`config.mk`:
```
export PLATFORM = sky130hd
export DESIGN_NAME = gbs_out_fifo
export DESIGN_NICKNAME = d
export VERILOG_FILES = /design/src/design/gaussian_background_subtractor_core_assert.svh /design/src/design/gbs_pkg.sv /design/src/design/gbs_out_fifo.sv
export SDC_FILE = /design/constraint.sdc
export NUM_CORES = 1
export LEC_CHECK = 0
export BUFFER_PORTS_ARGS = -buffer_cell sky130_fd_sc_hd__buf_4
export CAP_MARGIN = 40
export CORE_UTILIZATION = 54
export CTS_BUF_LIST = sky130_fd_sc_hd__clkbuf_16
export CTS_CLUSTER_SIZE = 24
export DETAILED_ROUTE_END_ITERATION = 8
export HOLD_SLACK_MARGIN = 0.15
export PLACE_DENSITY = 0.71
export SYNTH_ARGS = -nofsm -noshare
export SYNTH_HDL_FRONTEND = slang
export SYNTH_SLANG_ARGS = --single-unit
```
`constraint.sdc`:
```
create_clock -name i_clk -period 4.8 [get_ports i_clk]
set_input_delay 0.48 -clock i_clk [delete_from_list [all_inputs] [get_ports i_clk]]
set_output_delay 0.48 -clock i_clk [all_outputs]
set_load 0.1 [all_outputs]
```
`src/design/gaussian_background_subtractor_core_assert.svh`:
```
// assertion macros shared by the background subtractor rtl
`ifndef GAUSSIAN_BACKGROUND_SUBTRACTOR_CORE_ASSERT_SVH
`define GAUSSIAN_BACKGROUND_SUBTRACTOR_CORE_ASSERT_SVH

// same-cycle implication, checked outside reset
`define GBS_ASSERT_NOW(label, clk, rst_n, ante, cons, msg) \
    label: assert property (@(posedge clk) disable iff (!rst_n) (ante) |-> (cons)) \
        else $error(msg);

// next-cycle implication, checked outside reset
`define GBS_ASSERT_NEXT(label, clk, rst_n, ante, cons, msg) \
    label: assert property (@(posedge clk) disable iff (!rst_n) (ante) |=> (cons)) \
        else $error(msg);

`endif

```
`src/design/gbs_pkg.sv`:
```
// shared widths, codes and types of the background subtractor
package gbs_pkg;

    localparam int ACT_W  = 2;
    localparam int ADDR_W = 16;
    localparam int PIX_W  = 8;
    localparam int N_W    = 10;
    localparam int GAIN_W = 16;
    localparam int SUM_W  = 18;
    localparam int SQ_W   = 27;
    localparam int MEAN_W = 8;

    localparam int P1_W  = MEAN_W + SUM_W;
    localparam int MM_W  = 2 * MEAN_W;
    localparam int P2_W  = N_W + MM_W;
    localparam int DN_W  = PIX_W + N_W;
    localparam int GS_W  = GAIN_W + SQ_W;
    localparam int DEV_W = SQ_W + 2;
    localparam int PSQ_W = 2 * PIX_W;

    localparam int DIV_STAGES = 4;

    localparam int FIFO_DEPTH = 16;
    localparam int FIFO_AW    = 4;
    localparam int FIFO_CW    = FIFO_AW + 1;

    localparam int CFG_AW   = 3;
    localparam int CFG_DW   = 32;
    localparam int S_DATA_W = 24;
    localparam int M_DATA_W = 48;

    localparam logic [ACT_W-1:0] ACT_CLEAR    = 2'd0;
    localparam logic [ACT_W-1:0] ACT_TRAIN    = 2'd1;
    localparam logic [ACT_W-1:0] ACT_FINALIZE = 2'd2;
    localparam logic [ACT_W-1:0] ACT_CLASSIFY = 2'd3;

    localparam logic REG_TRAIN_FRAMES = 1'b0;
    localparam logic REG_THRESH_GAIN  = 1'b1;

    localparam logic [N_W-1:0]    TRAIN_FRAMES_RST = 10'd150;
    localparam logic [GAIN_W-1:0] THRESH_GAIN_RST  = 16'd256;

    localparam logic [SUM_W-1:0]  SUM_MAX = '1;
    localparam logic [SQ_W-1:0]   SQ_MAX  = '1;
    localparam logic [PIX_W-1:0]  MASK_FG = '1;

    typedef struct packed {
        logic [ACT_W-1:0]  act;
        logic              inr;
        logic [ADDR_W-1:0] addr;
        logic [PIX_W-1:0]  pix;
        logic [SUM_W-1:0]  sum;
        logic [SQ_W-1:0]   sq;
        logic [MEAN_W-1:0] mean;
    } t_stage;

    typedef struct packed {
        logic [SQ_W-1:0]   dev;
        logic [MEAN_W-1:0] mean;
        logic [PIX_W-1:0]  mask;
    } t_result;

endpackage

```
`src/design/gbs_out_fifo.sv`:
```
// result buffer between the pipeline and the output stream
module gbs_out_fifo (
    input  logic             i_clk,
    input  logic             i_rst_n,
    input  logic             i_push,
    input  gbs_pkg::t_result i_data,
    input  logic             i_pop,
    output gbs_pkg::t_result o_data,
    output logic             o_valid
);

    gbs_pkg::t_result             r_buf [gbs_pkg::FIFO_DEPTH];
    logic [gbs_pkg::FIFO_AW-1:0]  r_wr;
    logic [gbs_pkg::FIFO_AW-1:0]  r_rd;
    logic [gbs_pkg::FIFO_CW-1:0]  r_cnt;

    always_ff @(posedge i_clk) begin
        if (!i_rst_n) begin
            r_wr  <= '0;
            r_rd  <= '0;
            r_cnt <= '0;
        end else begin
            if (i_push) begin
                r_wr <= r_wr + gbs_pkg::FIFO_AW'(1);
            end
            if (i_pop) begin
                r_rd <= r_rd + gbs_pkg::FIFO_AW'(1);
            end
            r_cnt <= r_cnt + gbs_pkg::FIFO_CW'(i_push) - gbs_pkg::FIFO_CW'(i_pop);
        end
    end

    always_ff @(posedge i_clk) begin
        if (i_push) begin
            r_buf[r_wr] <= i_data;
        end
    end

    assign o_valid = (r_cnt != '0);
    assign o_data  = r_buf[r_rd];

endmodule

```
# Word level (Yosys, flattened, before mapping)
# Memory sizes are Yosys's and may differ from the RTL's. A register that Yosys moved wholly into a read port is not among the register bits.
# Index checks and enable logic that the tools add are counted.
[classes] add_sub_neg=4 multipliers=0 div=0 magnitude_cmp=0 n_eq_ne=0 shifts=0 n_mux=4 bitwise_logic=0 n_reduce_logical=1
[ops] cell="$add A4 B1 Y4 const B" count=2
[ops] cell="$mux W4" count=2
[ops] cell="$add A5 B1 Y5" count=1
[ops] cell="$reduce_bool A5 Y1" count=1
[ops] cell="$sub A5 B1 Y5" count=1
[ops] cell="$mux W1" count=2
[word_totals] regBits=13 latchBits=0 ramBits=688 rom_bits=0 input_bits=47 out_inout_bits=44 word_cells=13 memories=1
[mem_list] name="r_buf" depth=16 width=43 rd=1 rd_ports_with_merged_regs=1 wr=1 line_no="gbs_out_fifo.sv:12" source="gbs_pkg::t_result r_buf [gbs_pkg::FIFO_DEPTH];"

# Logic depth before layout (Yosys ltp)
[depth] ltp_word=3 ltp_mapped=9 mapped_depth_nobuf=9

# Worst setup path after synthesis
# No wires, ideal clock.
[synth_path] path_type="input to register" startpoint="in i_push" endpoint="mem r_buf[0][0] (netlist bit), enable pin" setup_ns=0.405 t_arrival_ns=2.092 t_required_ns=4.395 path_slack_ns=2.303 path_stages=3 path_buffers=1 cell_sequence="clkbuf_1 > nor3b_1 > and2_1"
[synth_between] elab_chain_cells=2
[synth_rtl] element="start: declaration" line_no="gbs_out_fifo.sv:5" source="input logic i_push,"
[synth_rtl] element="$mux W1" line_no="gbs_out_fifo.sv:34" source="if (i_push) begin"
[synth_rtl] element="$mux W1 (implied by the code)" line_no="gbs_out_fifo.sv:35" source="r_buf[r_wr] <= i_data;"
[synth_rtl] element="end: declaration" line_no="gbs_out_fifo.sv:12"
# No other way between the ends.

==> impl_metrics.ini <==
[clocking]
cts_buffer_depth = 3
root_buffer = clkbuf_16
clk_pin_slew_ns = 0.06
worstSkewPairLatency_ns = 0.61
post-cts-setup-buffer-count = 0
ctsResizeCount = 0
cts_tree = built
cts_buffers = 70
ctsHoldBuffers = 4
cts.sinks = 705
h-tree-depth = 3

[run]
drv_cap = 0

[critical_path]
required_ns = 4.32
arrival_ns = 3.07
crit_family = flip-flops
slowest_delay_ns = 0.75
regToRegSetupSlack_ns = 2.38
worst-path-buf-inv = 2
crit_chain = buf_12 > mux4_2 > a22oi_1 > nand2_1 > buf_4
path_max_fanout = 55
crit_path_start_kind = flop
worstSetupPathType = flop to output port
r2r-start = r_wr[2]
worst_setup_path_end_kind = output port
cp_slowest_cell = dfxtp_4

[timing]
timing.hold.ws_ns = 0.173
skew_ns = 0.0259
finalCritPeriodShare = 0.739
slew_violations = 0
report.final.hold_viol_count = 0
worst_slew_pin_slew_ns = 0.852
rsz0062_at_grt = no
max_freq_mhz = 282
final-setup-viol-count = 0
fin_crit_ns = 3.55
maxSlewHeadroom = 0.432
fin_tns_setup_ns = 0

[synth]
synth_cell_types = 27
synthCells = 1147
synth-seq-area-share = 0.790
yosysWarnings = 0
avgSynthCellArea_um2 = 23.2
yosys_register_bits = 705
synth.cell_area_mm2 = 0.0266
syn_nets = 1206

[placed_design]
post_dp_cell_area_mm2 = 0.0283
placedCellCount = 1874
portBuffers = 90
hpwl_um = 29600
place.gp.congestion = 0.716

[pwr]
p_clk_frac = 0.387
switchingPower_w = 0.00322
ir_drop_mv = 0.306
switching_share = 0.237
p_int_w = 0.0104
power_frac_comb = 0.106
p_leak_nw = 9.73
power.sequential.fraction = 0.507
pwr_density_cell_mw_per_mm2 = 446

[final_layout]
final_common_cell = edfxtp_1
finalNetCount = 1353
final_area_mm2 = 0.0306
final_cell_mix = 688 x edfxtp_1, 172 x mux4_2, 117 x buf_4, 86 x a22oi_1, 74 x clkbuf_16
area_delta_synth_final_pct = 15.0
drive_gt1_frac = 0.307
final_util = 0.635
finalNonFillerCells = 2005

[drt]
drt_iter0_drc = 1388
wl_per_cell_um = 28.3
first_pass_iters = 5
drc = 0
avgViaCountPerCell = 6.25
vias = 12500
ant_nets = 0
totalWireLength_um = 56800

[die]
die_w_um = 224
coreArea_mm2 = 0.0481
num_io_pins = 91
core.rowCount = 80
initial_core_util = 0.552
dieHeight_um = 224
dieArea_mm2 = 0.0501

[global_routing]
grt_max_degree = 56
track_usage = 0.234
grt_use_met3 = 0.0400
grt_overflow_total = 0
grt_pass1_wl_um = 83900
grt_pass1_vias = 13000
grt.met2_usage = 0.368
grt.busiest_layer = met2
grtUsageMet1 = 0.341
antenna_found_initial = 2

[hold_path]
min-delay-start = i_data[4]
hp-class = input port to flop

[run_status]
run_status = finished, final reports clean
-- Yosys cell counts --
| master | n | area share |
|---|---|---|
| edfxtp_1 | 688 | 0.78 |
| mux4_2 | 172 | 0.15 |
| a22oi_1 | 86 | 0.024 |
| nand2_1 | 46 | 0.0065 |
| clkbuf_1 | 29 | 0.0041 |
| and2_1 | 28 | 0.0066 |
| buf_2 | 19 | 0.0036 |
| dfxtp_1 | 17 | 0.013 |
| ha_1 | 11 | 0.0052 |
| buf_6 | 9 | 0.0038 |
| inv_1 | 8 | 0.0011 |
| xnor2_1 | 5 | 0.0016 |
| nor2_1 | 4 | 0.00056 |
| nor2b_1 | 4 | 0.00094 |
| xor2_1 | 4 | 0.0013 |
| a21oi_1 | 2 | 0.00038 |
| and3_1 | 2 | 0.00047 |
| buf_1 | 2 | 0.00028 |
| mux2i_1 | 2 | 0.00075 |
| nand4_1 | 2 | 0.00047 |
| a21o_1 | 1 | 0.00028 |
| and3b_1 | 1 | 0.00033 |
| fa_1 | 1 | 0.00075 |
| nand3_1 | 1 | 0.00019 |
| nor3b_1 | 1 | 0.00028 |
| o21ai_0 | 1 | 0.00019 |
| or3_1 | 1 | 0.00024 |
-- final cells by class --
class | instances | area (um2)
inverters | 8 | 30.0
diodes | 1 | 2.50
clock inverters | 52 | 372
repair buffers | 134 | 1210
fillers | 3157 | 17600
well taps | 656 | 821
multi-input cells | 375 | 5280
clock buffers | 74 | 1850
flip-flops and latches | 705 | 21000
-- stage by stage --
step,worst slack (ns),total power [W]
after global routing,1.04,0.0140
after floorplan,2.30,0.00811
after global placement,1.80,0.00846
after detailed placement,1.82,0.00849
after CTS,1.17,0.0137
final,1.25,0.0136
-- routing by layer --
metal / vias up / wire length [um]
met3: 76 / 3920
met5: - / 16
met1: 6757 / 24100
met4: 2 / 1050
li1: 5164 / -
met2: 529 / 27700
-- power by group through the flow --
| stage | Sequential, W | Clock (W) | Combinational, W |
|---|---|---|---|
| 2_1_floorplan | 0.00700 | 0 | 0.00110 |
| 4_1_cts | 0.00691 | 0.00535 | 0.00146 |
| 3_3_place_gp | 0.00704 | 0 | 0.00142 |
| 3_5_place_dp | 0.00704 | 0 | 0.00145 |
| 5_1_grt | 0.00692 | 0.00557 | 0.00153 |
| 6_report | 0.00691 | 0.00527 | 0.00144 |
-- state kept, by name, summed over array words and instances (netlist names), named ones only --
register,cells
r_buf,688
r_cnt,5
r_rd,4
r_wr,4
-- path summary, 6_finish.rpt --
path,end,cells after the start
worst max register to register,r_buf[2][37],3
worst max-delay path,o_data[7],5
worst min register to register,flop,2
worst min-delay path,r_buf[12][4],1
-- cell families after synthesis --
family                     Yosys count  synth area share
DFF                                705             0.790
muxes                              174             0.146
AOI/OAI and AO/OA                   90            0.0251
and+or+nand+nor                     90            0.0166
buffers and inverters               67            0.0129
adders and majority gates           12           0.00593
xor gates and xnor gates             9           0.00297
Note: power is estimated with default switching activity, not from simulation.
