===== src/design/gaussian_background_subtractor_core_assert.svh =====
// assertion macros shared by the background subtractor rtl
`ifndef GAUSSIAN_BACKGROUND_SUBTRACTOR_CORE_ASSERT_SVH
`define GAUSSIAN_BACKGROUND_SUBTRACTOR_CORE_ASSERT_SVH

// same-cycle implication, checked outside reset
`define GBS_ASSERT_NOW(label, clk, rst_n, ante, cons, msg) \
    label: assert property (@(posedge clk) disable iff (!rst_n) (ante) |-> (cons)) \
        else $error(msg);

// next-cycle implication, checked outside reset
`define GBS_ASSERT_NEXT(label, clk, rst_n, ante, cons, msg) \
    label: assert property (@(posedge clk) disable iff (!rst_n) (ante) |=> (cons)) \
        else $error(msg);

`endif


===== src/design/gbs_pkg.sv =====
// shared widths, codes and types of the background subtractor
package gbs_pkg;

    localparam int ACT_W  = 2;
    localparam int ADDR_W = 16;
    localparam int PIX_W  = 8;
    localparam int N_W    = 10;
    localparam int GAIN_W = 16;
    localparam int SUM_W  = 18;
    localparam int SQ_W   = 27;
    localparam int MEAN_W = 8;

    localparam int P1_W  = MEAN_W + SUM_W;
    localparam int MM_W  = 2 * MEAN_W;
    localparam int P2_W  = N_W + MM_W;
    localparam int DN_W  = PIX_W + N_W;
    localparam int GS_W  = GAIN_W + SQ_W;
    localparam int DEV_W = SQ_W + 2;
    localparam int PSQ_W = 2 * PIX_W;

    localparam int DIV_STAGES = 4;

    localparam int FIFO_DEPTH = 16;
    localparam int FIFO_AW    = 4;
    localparam int FIFO_CW    = FIFO_AW + 1;

    localparam int CFG_AW   = 3;
    localparam int CFG_DW   = 32;
    localparam int S_DATA_W = 24;
    localparam int M_DATA_W = 48;

    localparam logic [ACT_W-1:0] ACT_CLEAR    = 2'd0;
    localparam logic [ACT_W-1:0] ACT_TRAIN    = 2'd1;
    localparam logic [ACT_W-1:0] ACT_FINALIZE = 2'd2;
    localparam logic [ACT_W-1:0] ACT_CLASSIFY = 2'd3;

    localparam logic REG_TRAIN_FRAMES = 1'b0;
    localparam logic REG_THRESH_GAIN  = 1'b1;

    localparam logic [N_W-1:0]    TRAIN_FRAMES_RST = 10'd150;
    localparam logic [GAIN_W-1:0] THRESH_GAIN_RST  = 16'd256;

    localparam logic [SUM_W-1:0]  SUM_MAX = '1;
    localparam logic [SQ_W-1:0]   SQ_MAX  = '1;
    localparam logic [PIX_W-1:0]  MASK_FG = '1;

    typedef struct packed {
        logic [ACT_W-1:0]  act;
        logic              inr;
        logic [ADDR_W-1:0] addr;
        logic [PIX_W-1:0]  pix;
        logic [SUM_W-1:0]  sum;
        logic [SQ_W-1:0]   sq;
        logic [MEAN_W-1:0] mean;
    } t_stage;

    typedef struct packed {
        logic [SQ_W-1:0]   dev;
        logic [MEAN_W-1:0] mean;
        logic [PIX_W-1:0]  mask;
    } t_result;

endpackage


===== src/design/gbs_mean_div.sv =====
// pipelined divider giving the saturated mean floor(sum / n), capped at 255
module gbs_mean_div (
    input  logic                        i_clk,
    input  logic [gbs_pkg::SUM_W-1:0]   i_sum,
    input  logic [gbs_pkg::N_W-1:0]     i_n,
    output logic [gbs_pkg::MEAN_W-1:0]  o_mean
);

    localparam int STEPS = gbs_pkg::DIV_STAGES;
    localparam int BITS  = gbs_pkg::MEAN_W / gbs_pkg::DIV_STAGES;
    localparam int SH_W  = $clog2(gbs_pkg::MEAN_W);

    logic [gbs_pkg::SUM_W-1:0]  r_rem [STEPS];
    logic [gbs_pkg::MEAN_W-1:0] r_q   [STEPS];
    logic                       r_sat [STEPS];

    generate
        for (genvar g = 0; g < STEPS; g++) begin : g_step
            logic [gbs_pkg::SUM_W-1:0]  rem_in;
            logic [gbs_pkg::SUM_W-1:0]  rem_out;
            logic [gbs_pkg::SUM_W-1:0]  trial;
            logic [gbs_pkg::MEAN_W-1:0] q_in;
            logic [gbs_pkg::MEAN_W-1:0] q_out;
            logic                       sat_in;
            logic [SH_W-1:0]            sh;

            if (g == 0) begin : g_first
                // quotient of 256 or more whenever sum >= 256 * n
                assign rem_in = i_sum;
                assign q_in   = '0;
                assign sat_in = (i_sum[gbs_pkg::SUM_W-1:gbs_pkg::MEAN_W] >= i_n);
            end else begin : g_next
                assign rem_in = r_rem[g-1];
                assign q_in   = r_q[g-1];
                assign sat_in = r_sat[g-1];
            end

            always_comb begin
                rem_out = rem_in;
                q_out   = q_in;
                trial   = '0;
                sh      = '0;
                for (int b = 0; b < BITS; b++) begin
                    sh    = SH_W'(gbs_pkg::MEAN_W - 1 - g * BITS - b);
                    trial = gbs_pkg::SUM_W'(i_n) << sh;
                    if (rem_out >= trial) begin
                        rem_out   = rem_out - trial;
                        q_out[sh] = 1'b1;
                    end
                end
            end

            always_ff @(posedge i_clk) begin
                r_rem[g] <= rem_out;
                r_q[g]   <= q_out;
                r_sat[g] <= sat_in;
            end
        end
    endgenerate

    assign o_mean = r_sat[STEPS-1] ? '1 : r_q[STEPS-1];

endmodule


===== config.mk =====
export PLATFORM = sky130hd
export DESIGN_NAME = gbs_mean_div
export DESIGN_NICKNAME = d
export VERILOG_FILES = /design/src/design/gaussian_background_subtractor_core_assert.svh /design/src/design/gbs_pkg.sv /design/src/design/gbs_mean_div.sv
export SDC_FILE = /design/constraint.sdc
export NUM_CORES = 1
export LEC_CHECK = 0
export BUFFER_PORTS_ARGS = -buffer_cell sky130_fd_sc_hd__buf_4
export CORE_ASPECT_RATIO = 1.1
export CORE_MARGIN = 1
export CORE_UTILIZATION = 60
export CTS_CLUSTER_DIAMETER = 100
export DETAILED_ROUTE_END_ITERATION = 10
export MAX_ROUTING_LAYER = met4
export PLACE_DENSITY = 0.82
export SLEW_MARGIN = 20
export SYNTH_ARGS = -nofsm -noshare
export SYNTH_HDL_FRONTEND = slang
export SYNTH_SLANG_ARGS = --single-unit

===== constraint.sdc =====
create_clock -name i_clk -period 14.2 [get_ports i_clk]
set_input_delay 2.13 -clock i_clk [delete_from_list [all_inputs] [get_ports i_clk]]
set_output_delay 2.13 -clock i_clk [all_outputs]
set_load 0.005 [all_outputs]

== Word-level counts from Yosys, hierarchy flattened ==
Memory sizes are Yosys's and may differ from the RTL's.
Index checks and enable logic that the tools add are counted.
Word-level totals
  register bits after elaboration: 0
  RAM bits: 108
  bits of input ports: 29
  output and inout bits: 8
  logic and storage cells: 37
  memories: 3
Memory list
  r_rem: depth 4, width 18, read ports 3, clocked after memory_dff 0, wr ports 4, RTL line gbs_mean_div.sv:13  | logic [gbs_pkg::SUM_W-1:0] r_rem [STEPS];
  r_q: depth 4, width 8, read ports 4, clocked after memory_dff 0, wr ports 4, RTL line gbs_mean_div.sv:14  | logic [gbs_pkg::MEAN_W-1:0] r_q [STEPS];
  r_sat: depth 4, width 1, read ports 4, clocked after memory_dff 0, wr ports 4, RTL line gbs_mean_div.sv:15  | logic r_sat [STEPS];
Cells by class
  add/sub/neg operators: 8
  $lt $le $gt $ge: 9
  multiplexer cells: 17
Operators with widths (count)
  $mux W18: 8
  $ge A18 B10 Y1: 1
  $ge A18 B11 Y1: 1
  $ge A18 B12 Y1: 1
  $ge A18 B13 Y1: 1
  $ge A18 B14 Y1: 1
  $ge A18 B15 Y1: 1
  $ge A18 B16 Y1: 1
  $ge A18 B17 Y1: 1
  $sub A18 B10 Y18: 1
  $sub A18 B11 Y18: 1
  $sub A18 B12 Y18: 1
  $sub A18 B13 Y18: 1
  $sub A18 B14 Y18: 1
  $sub A18 B15 Y18: 1
  $sub A18 B16 Y18: 1
  $sub A18 B17 Y18: 1
  $ge A10 B10 Y1: 1
  $mux W1: 8
  $mux W8: 1

== Depth between registers and ports, before layout ==
Gate-level depths: netlist of run 1.
An unclocked memory read counts as a cell.
  depth after elaboration: 5
  mapped depth: 23
  gate-level depth less buffers: 21

== Least setup slack after synthesis of run 1 ==
OpenSTA, ideal clock, no wires.
  kind: input port to flip-flop
  from: input i_n[1] (netlist bit)
  to: memory r_rem[0][11] (netlist bit)
  setup time: 123 ps
  arrival time: 7065 ps
  data required time: 14077 ps
  slack: 7011 ps
  stages: 22
  path buffers: 2
  cells stage by stage: inv_1 ha_1 nor2b_1 o21a_1 o21ai_0 a21oi_1 a21o_1 o21ai_0 and2_1 clkbuf_1 mux2_2 ha_1 inv_1 o21ai_0 a221o_1 a21o_1 a21oi_1 o21ai_0 a211oi_1 nand2_1 buf_2 mux2_1
RTL lines
  from (decl): RTL line gbs_mean_div.sv:5  | input logic [gbs_pkg::N_W-1:0] i_n,
  to (decl): RTL line gbs_mean_div.sv:13

==> results of run 1 <==
-- power by group through the flow --
stage | registers [uW] | logic [uW] | clock network (uW)
global placement | 357 | 1170 | 0
detailed placement | 361 | 1220 | 0
CTS | 356 | 1230 | 230
finish | 357 | 1250 | 228
floorplan | 344 | 1010 | 0
global route | 363 | 1390 | 240
-- flip-flops by register name (all words and copies together), names as in the netlist --
signal	cells
r_q	20
r_sat	4
r_rem	54
-- final cells by class --
| class | instances | area, um^2 | share of cell area |
|---|---|---|---|
| Multi-Input combinational cell | 624 | 4610 | 0.644 |
| Sequential cell | 78 | 1560 | 0.218 |
| Timing Repair Buffer | 40 | 300 | 0.0420 |
| Clock buffer | 9 | 225 | 0.0315 |
| Inverter | 56 | 210 | 0.0294 |
| Tap cell | 143 | 179 | 0.0250 |
| Clock inverter | 7 | 72.6 | 0.0101 |
-- through the flow --
step | hold slack [ps] | utilization | area (um^2)
6_report | 325 | 0.685 | 7150
5_1_grt | 332 | 0.685 | 7150
4_1_cts | 326 | 0.685 | 7150
3_5_place_dp | 312 | 0.657 | 6860
3_3_place_gp | 310 | 0.657 | 6860
2_1_floorplan | 310 | - | 6450
-- routing by layer --
metal  vias up  global-route usage  part of all wire
met5         -                   -                 0
met4         0               0.132             0.041
met3        41              0.0498             0.035
met2       129               0.559              0.51
met1      2736               0.331              0.41
li1       2859                   -                 -
-- worst max-delay path by stage --
stage	startpoint	endpoint	slack, ps
3_5_place_dp	i_n[4]	r_rem[0][8]	6570
2_1_floorplan	i_n[1]	r_rem[0][11]	7010
3_3_place_gp	i_n[4]	r_rem[0][8]	6800
4_1_cts	i_n[4]	r_rem[0][8]	6910
6_report	i_n[4]	r_rem[0][8]	6870
5_1_grt	i_n[4]	r_rem[0][8]	6390
-- logic make-up after synthesis --
logic type	after synthesis	synth area share
AO/OA/AOI/OAI	206	0.200
XOR/XNOR	52	0.0706
adder cells (fa/ha/maj)	97	0.196
buffers and inverters	70	0.0444
flip-flops	78	0.242
multiplexers	30	0.0523
AND/OR/NAND/NOR	239	0.194
-- critical path, delay by kind of cell --
family                     cells  cell delay (ps)
AOI/OAI and AO/OA             10             2120
and+or+nand+nor                3             1230
muxes                          2              850
adders and majority gates      2              680
buffers and inverters          3              530
-- placed cells by master, fill, tap and decap left out, types with 4 or more instances in the layout --
cell type	n
mux2_1	8
nand3_1	13
a21o_1	27
o21ai_1	15
xnor2_1	36
nand4b_1	5
and3_1	8
inv_1	53
o31a_1	4
nand2_1	71
a211oi_1	10
buf_4	40
nand2b_1	11
o21a_1	11
clkbuf_16	9
nor3_1	13
nand4_1	9
mux2_2	14
dfxtp_1	78
or4_1	5
a31oi_1	4
nor2b_1	12
nor2_1	45
fa_1	7
or3_1	4
nor4_1	12
a21oi_1	56
ha_1	90
xor2_1	16
o21ai_0	44
o21bai_1	10
mux2i_1	6
or2_2	13
==> flow_summary.toml, run 1 <==
[timing]
timing.final.crit_share = 0.516
final_hold_viol_count = 0
max_freq_mhz = 136
clock_skew_ps = 7.71
layout_setup_ws_ps = 6870
min_period_ps = 7330
rsz0062_at_grt = "false"
setup_viol = 0
worstMarginPinSlew_ps = 767
setup_tns_ps = 0
relSlewSlack = 0.489
drv_slew = 0

[flow_run]
cap_violations = 0

[synth]
synth.area.top_cells = "dfxtp_1, ha_1, xnor2_1"
ys_types = 66
synth_ff_type = "dfxtp_1"
ys_seq_elements = 78
synth_warnings = 0
seq_area_frac_synth = 0.242
syn_inst = 772
synth_common_cells = "ha_1, dfxtp_1, nand2_1"
synth.avg_cell_area_um2 = 8.36
yosysTopAreaCell = "dfxtp_1"
synth_nets = 898
synth_edf_count = 0
syn-cell-area_um2 = 6450
synth_top_area_frac = 0.242
post-synth-top-count-cell = "ha_1"
async_reset_ff_frac = 0

[placement]
gp_congestion = 0.942
place.port_buffers = 36
dp_cells = 941
dp_hpwl_um = 12600
dp_slack_ps = 6570

[critical_path]
max_stage_delay_ps = 450
ff2ff_path_depth = 18
r2r_setup_slack_ps = 9230
path_common_cell = "o21ai_0"
cp_data_arrival_time_ps = 7560
required_ps = 14430
critical_path.max_fanout = 11
critPathLaunchType = "input pin"
end_kind = "flop"
worstSetupPathType = "in2reg"
regToRegEndpoint = "r_rem[2][12]"
crit_chain = "buf_4, inv_1, ha_1, or4_1, o21ai_0, a21oi_1, a21o_1, o21ai_0, and2_1, mux2_2, ha_1, inv_1, o21ai_0, a221o_1, a21o_1, a21oi_1, o21ai_0, a211oi_1, nand2_1, mux2_1"
worst_path_max_delay_cell = "mux2_1"
regToRegStartpoint = "r_rem[1][11]"

[die]
ioPinCount = 37
die_area_um2 = 11200
start_util = 0.618
core_um2 = 10400
fp.dieH_um = 111
die_w_um = 101
num_rows = 39

[routing]
wl_per_cell_um = 16.7
drt_pass1_iterations = 5
vias_per_cell = 6.02
vias = 5765
drtIter0Drc = 319
drtAntennaViolNets = 0
drc = 0
drt-total-wl_um = 16000

[cells_and_area]
drive_gt1_frac = 0.120
syn_to_final_growth_pct = 10.9
stdcell_count = 957
fillCellCount = 851
finalNetCount = 935
diodes = 0

[grt]
grt_pass1_vias = 5651
grt_first_pass_wirelength_um = 26400
grt-ovfl-total = 0
antenna_found_initial = 0
grt_max_degree = 24
globalRouteTotalUtil = 0.310

[pwr]
power_uw = 1830
p_int_uw = 1000
pwr-share-clk = 0.125
power.density_nw_per_um2 = 256
ir_drop_v = 0.000106
power_frac_comb = 0.681
swShare = 0.454
p_seq_frac = 0.195
leakage_uw = 0.00320
p_sw_uw = 831

[hold_path]
hold_path.class = "reg2reg"
min_path_cells = 0
worstHoldStart = "r_q[2][2]"
min_to = "r_q[3][2]"

[clocking]
clockBufferDepth = 2
clock_latency_ps = 350
numCtsBuffers = 9
cts_resized = 0
hold_buffers = 0
clock-sinks = 78
cts.clk_slew.worst_paths_ps = 70
postCtsSetupRepairBufs = 0
h-tree-depth = 3
cts_root_buffer = "clkbuf_16"
cts_tree = "built"

[run_status]
status = "completed"
Note: power is estimated with default switching activity, not from simulation.
==> run 2: changes to the inputs <==
--- a/config.mk
+++ b/config.mk
@@ -5,14 +5,15 @@
 export SDC_FILE = /design/constraint.sdc
 export NUM_CORES = 1
 export LEC_CHECK = 0
+export ABC_AREA = 1
 export BUFFER_PORTS_ARGS = -buffer_cell sky130_fd_sc_hd__buf_4
 export CORE_ASPECT_RATIO = 1.1
 export CORE_MARGIN = 1
-export CORE_UTILIZATION = 60
+export CORE_UTILIZATION = 57
 export CTS_CLUSTER_DIAMETER = 100
 export DETAILED_ROUTE_END_ITERATION = 10
 export MAX_ROUTING_LAYER = met4
-export PLACE_DENSITY = 0.82
+export PLACE_DENSITY = 0.81
 export SLEW_MARGIN = 20
 export SYNTH_ARGS = -nofsm -noshare
 export SYNTH_HDL_FRONTEND = slang
==> constraint.sdc (replaced) <==
create_clock -name i_clk -period 6.4 [get_ports i_clk]
set_input_delay 0.96 -clock i_clk [delete_from_list [all_inputs] [get_ports i_clk]]
set_output_delay 0.96 -clock i_clk [all_outputs]
set_load 0.005 [all_outputs]
==> run 2 against run 1 <==
The flow now finishes with violations (design-rule violations). Register-to-register slack lost 6900 ps. Power grew to 2.5 times the previous value. Final cell count grew 41%. Routed wire length grew 21%. Die area grew 22%. Largest cell class unchanged. Highest routed layer unchanged.
==> flow_summary.toml, run 2 <==
[run_status]
status = "complete, but fails checks"
violations = "design-rule violations"

[routing]
drt_pass1_iterations = 10
wl_per_cell_um = 14.3
vias_per_cell = 5.42
drtAntennaViolNets = 0
drtIter0Drc = 465
drc = 2
drt-total-wl_um = 19300
vias = 7322

[clocking]
cts_resized = 0
clockBufferDepth = 2
hold_buffers = 0
numCtsBuffers = 9
cts.clk_slew.worst_paths_ps = 60
h-tree-depth = 3
clock-sinks = 78
postCtsSetupRepairBufs = 0
clock_latency_ps = 350
cts_tree = "built"
cts_root_buffer = "clkbuf_16"

[critical_path]
regToRegStartpoint = "r_rem[1][5]"
end_kind = "flop"
critical_path.max_fanout = 18
ff2ff_path_depth = 20
required_ps = 6640
regToRegEndpoint = "r_rem[2][6]"
cp_data_arrival_time_ps = 5040
worstSetupPathType = "in2reg"
r2r_setup_slack_ps = 2360
critPathLaunchType = "input pin"

[hold_path]
hold_path.class = "reg2reg"
min_to = "r_q[2][6]"
worstHoldStart = "r_q[1][6]"
min_path_cells = 0

[timing]
rsz0062_at_grt = "false"
worstMarginPinSlew_ps = 563
drv_slew = 0
setup_tns_ps = 0
hold_slack_ps = 329
max_freq_mhz = 208
layout_setup_ws_ps = 1600
final_hold_viol_count = 0
setup_viol = 0
timing.final.crit_share = 0.750
relSlewSlack = 0.624
min_period_ps = 4800
clock_skew_ps = 10.6

[cells_and_area]
reg_top3 = "r_rem (54), r_q (20), r_sat (4)"
drive_gt1_frac = 0.121
final_common_cell = "nand2_1"
final_cell_mix = "nand2_1, inv_1, ha_1"
regMostFlops = "r_rem"
largest_reg_flops = 54
multi_input_area_um2 = 5310
fillCellCount = 1146
final_util = 0.650
finalNetCount = 1314
syn_to_final_growth_pct = 10.2
regArea_um2 = 1560
diodes = 0
stdcell_count = 1350

[grt]
globalRouteTotalUtil = 0.301
antenna_found_initial = 0
grt_max_degree = 28
grt_pass1_vias = 6731
grt_first_pass_wirelength_um = 31200
grt-ovfl-total = 0

[synth]
synth_common_cells = "nand2_1, inv_1, ha_1"
synth_fa_ha_area_frac = 0.168
syn_inst = 1142
synth_warnings = 0
synth_nets = 1268
synth_edf_count = 0
syn-cell-area_um2 = 7520
synth.area.top_cells = "dfxtp_1, nand2_1, ha_1"
synthMuxAreaShare = 0
seq_area_frac_synth = 0.208
synth_ff_type = "dfxtp_1"
synth_top_area_frac = 0.208
synth_simple_gate_area_frac = 0.348
synth-compound-area-share = 0.122
async_reset_ff_frac = 0
post-synth-top-count-cell = "nand2_1"
synth_top_family_by_area = "simple AND/OR/NAND/NOR gates"
synth-xor-area-share = 0.0675
ys_seq_elements = 78
ys_types = 44
synth.avg_cell_area_um2 = 6.59
yosysTopAreaCell = "dfxtp_1"

[placement]
place.port_buffers = 36
gp_congestion = 0.998
dp_slack_ps = 1270
dp_hpwl_um = 15600
dp_cells = 1334

[pwr]
power.density_nw_per_um2 = 561
leakage_uw = 0.00432
ir_drop_v = 0.000245

[die]
die_w_um = 112
num_rows = 43
die_area_um2 = 13700
ioPinCount = 37
start_util = 0.590
fp.dieH_um = 123
core_um2 = 12800

[flow_run]
cap_violations = 0
run 2: layer usage:
metal	vias up	routed length, um	track usage
met5	-	0	-
met1	3264	8170	0.335
met2	193	9470	0.539
met4	0	660	0.130
li1	3821	-	-
met3	44	972	0.0440
run 2: cell type report:
type	instances	area share
inverter	157	0.0711
multi-input combinational	898	0.640
sequential	78	0.188
timing repair buffer	44	0.0398
clock buffer	9	0.0272
clock inverter	7	0.00965
tap	157	0.0237
run 2: logic make-up (layout without fill, tap and decap cells):
| family | count (synthesis) | count (layout) |
|---|---|---|
| buf+inv | 166 | 217 |
| compound gates | 158 | 158 |
| fa+ha+maj | 97 | 97 |
| simple gates | 585 | 585 |
| xor+xnor | 58 | 58 |
| flops | 78 | 78 |
run 2: per-stage QoR:
step | power (uW) | cell area, um^2
6_report | 4650 | 8290
3_3_place_gp | 4060 | 7990
5_1_grt | 5160 | 8290
3_5_place_dp | 4100 | 7990
2_1_floorplan | 3500 | 7520
4_1_cts | 4640 | 8290
run 2: power by group:
group | leakage, uW | internal (uW) | switching [uW]
Clock | 0.000148 | 307 | 219
Sequential | 0.000654 | 686 | 128
Combinational | 0.00352 | 1280 | 2030
Total | 0.00432 | 2270 | 2380
run 2: worst max path at each step:
stage | startpoint | endpoint | slack (ps) | cells past startpoint
2_1_floorplan | i_n[1] | r_rem[2][11] | 1870 | 24
3_3_place_gp | i_n[1] | r_rem[2][3] | 1330 | 24
3_5_place_dp | i_n[1] | r_rem[2][3] | 1270 | 24
4_1_cts | i_n[1] | r_rem[2][6] | 1600 | 24
5_1_grt | i_n[2] | r_rem[1][11] | 1090 | 23
6_report | i_n[9] | r_rem[1][11] | 1600 | 23
run 2: critical path, stage by stage:
cell and delay (ps):
buf_4 110, inv_1 370, ha_1 370, inv_2 90, nor2_1 50, nand2_1 70
inv_1 40, a21oi_1 210, nand3_2 200, inv_2 260, o21ai_0 230, fa_1 490
nand3_1 90, nand2_1 90, nand3_1 70, nand3_1 110, nand2_1 80, nand2_1 70
a21boi_1 270, nand3_1 100, nand3b_1 460, nand2_1 180, nand2_1 60
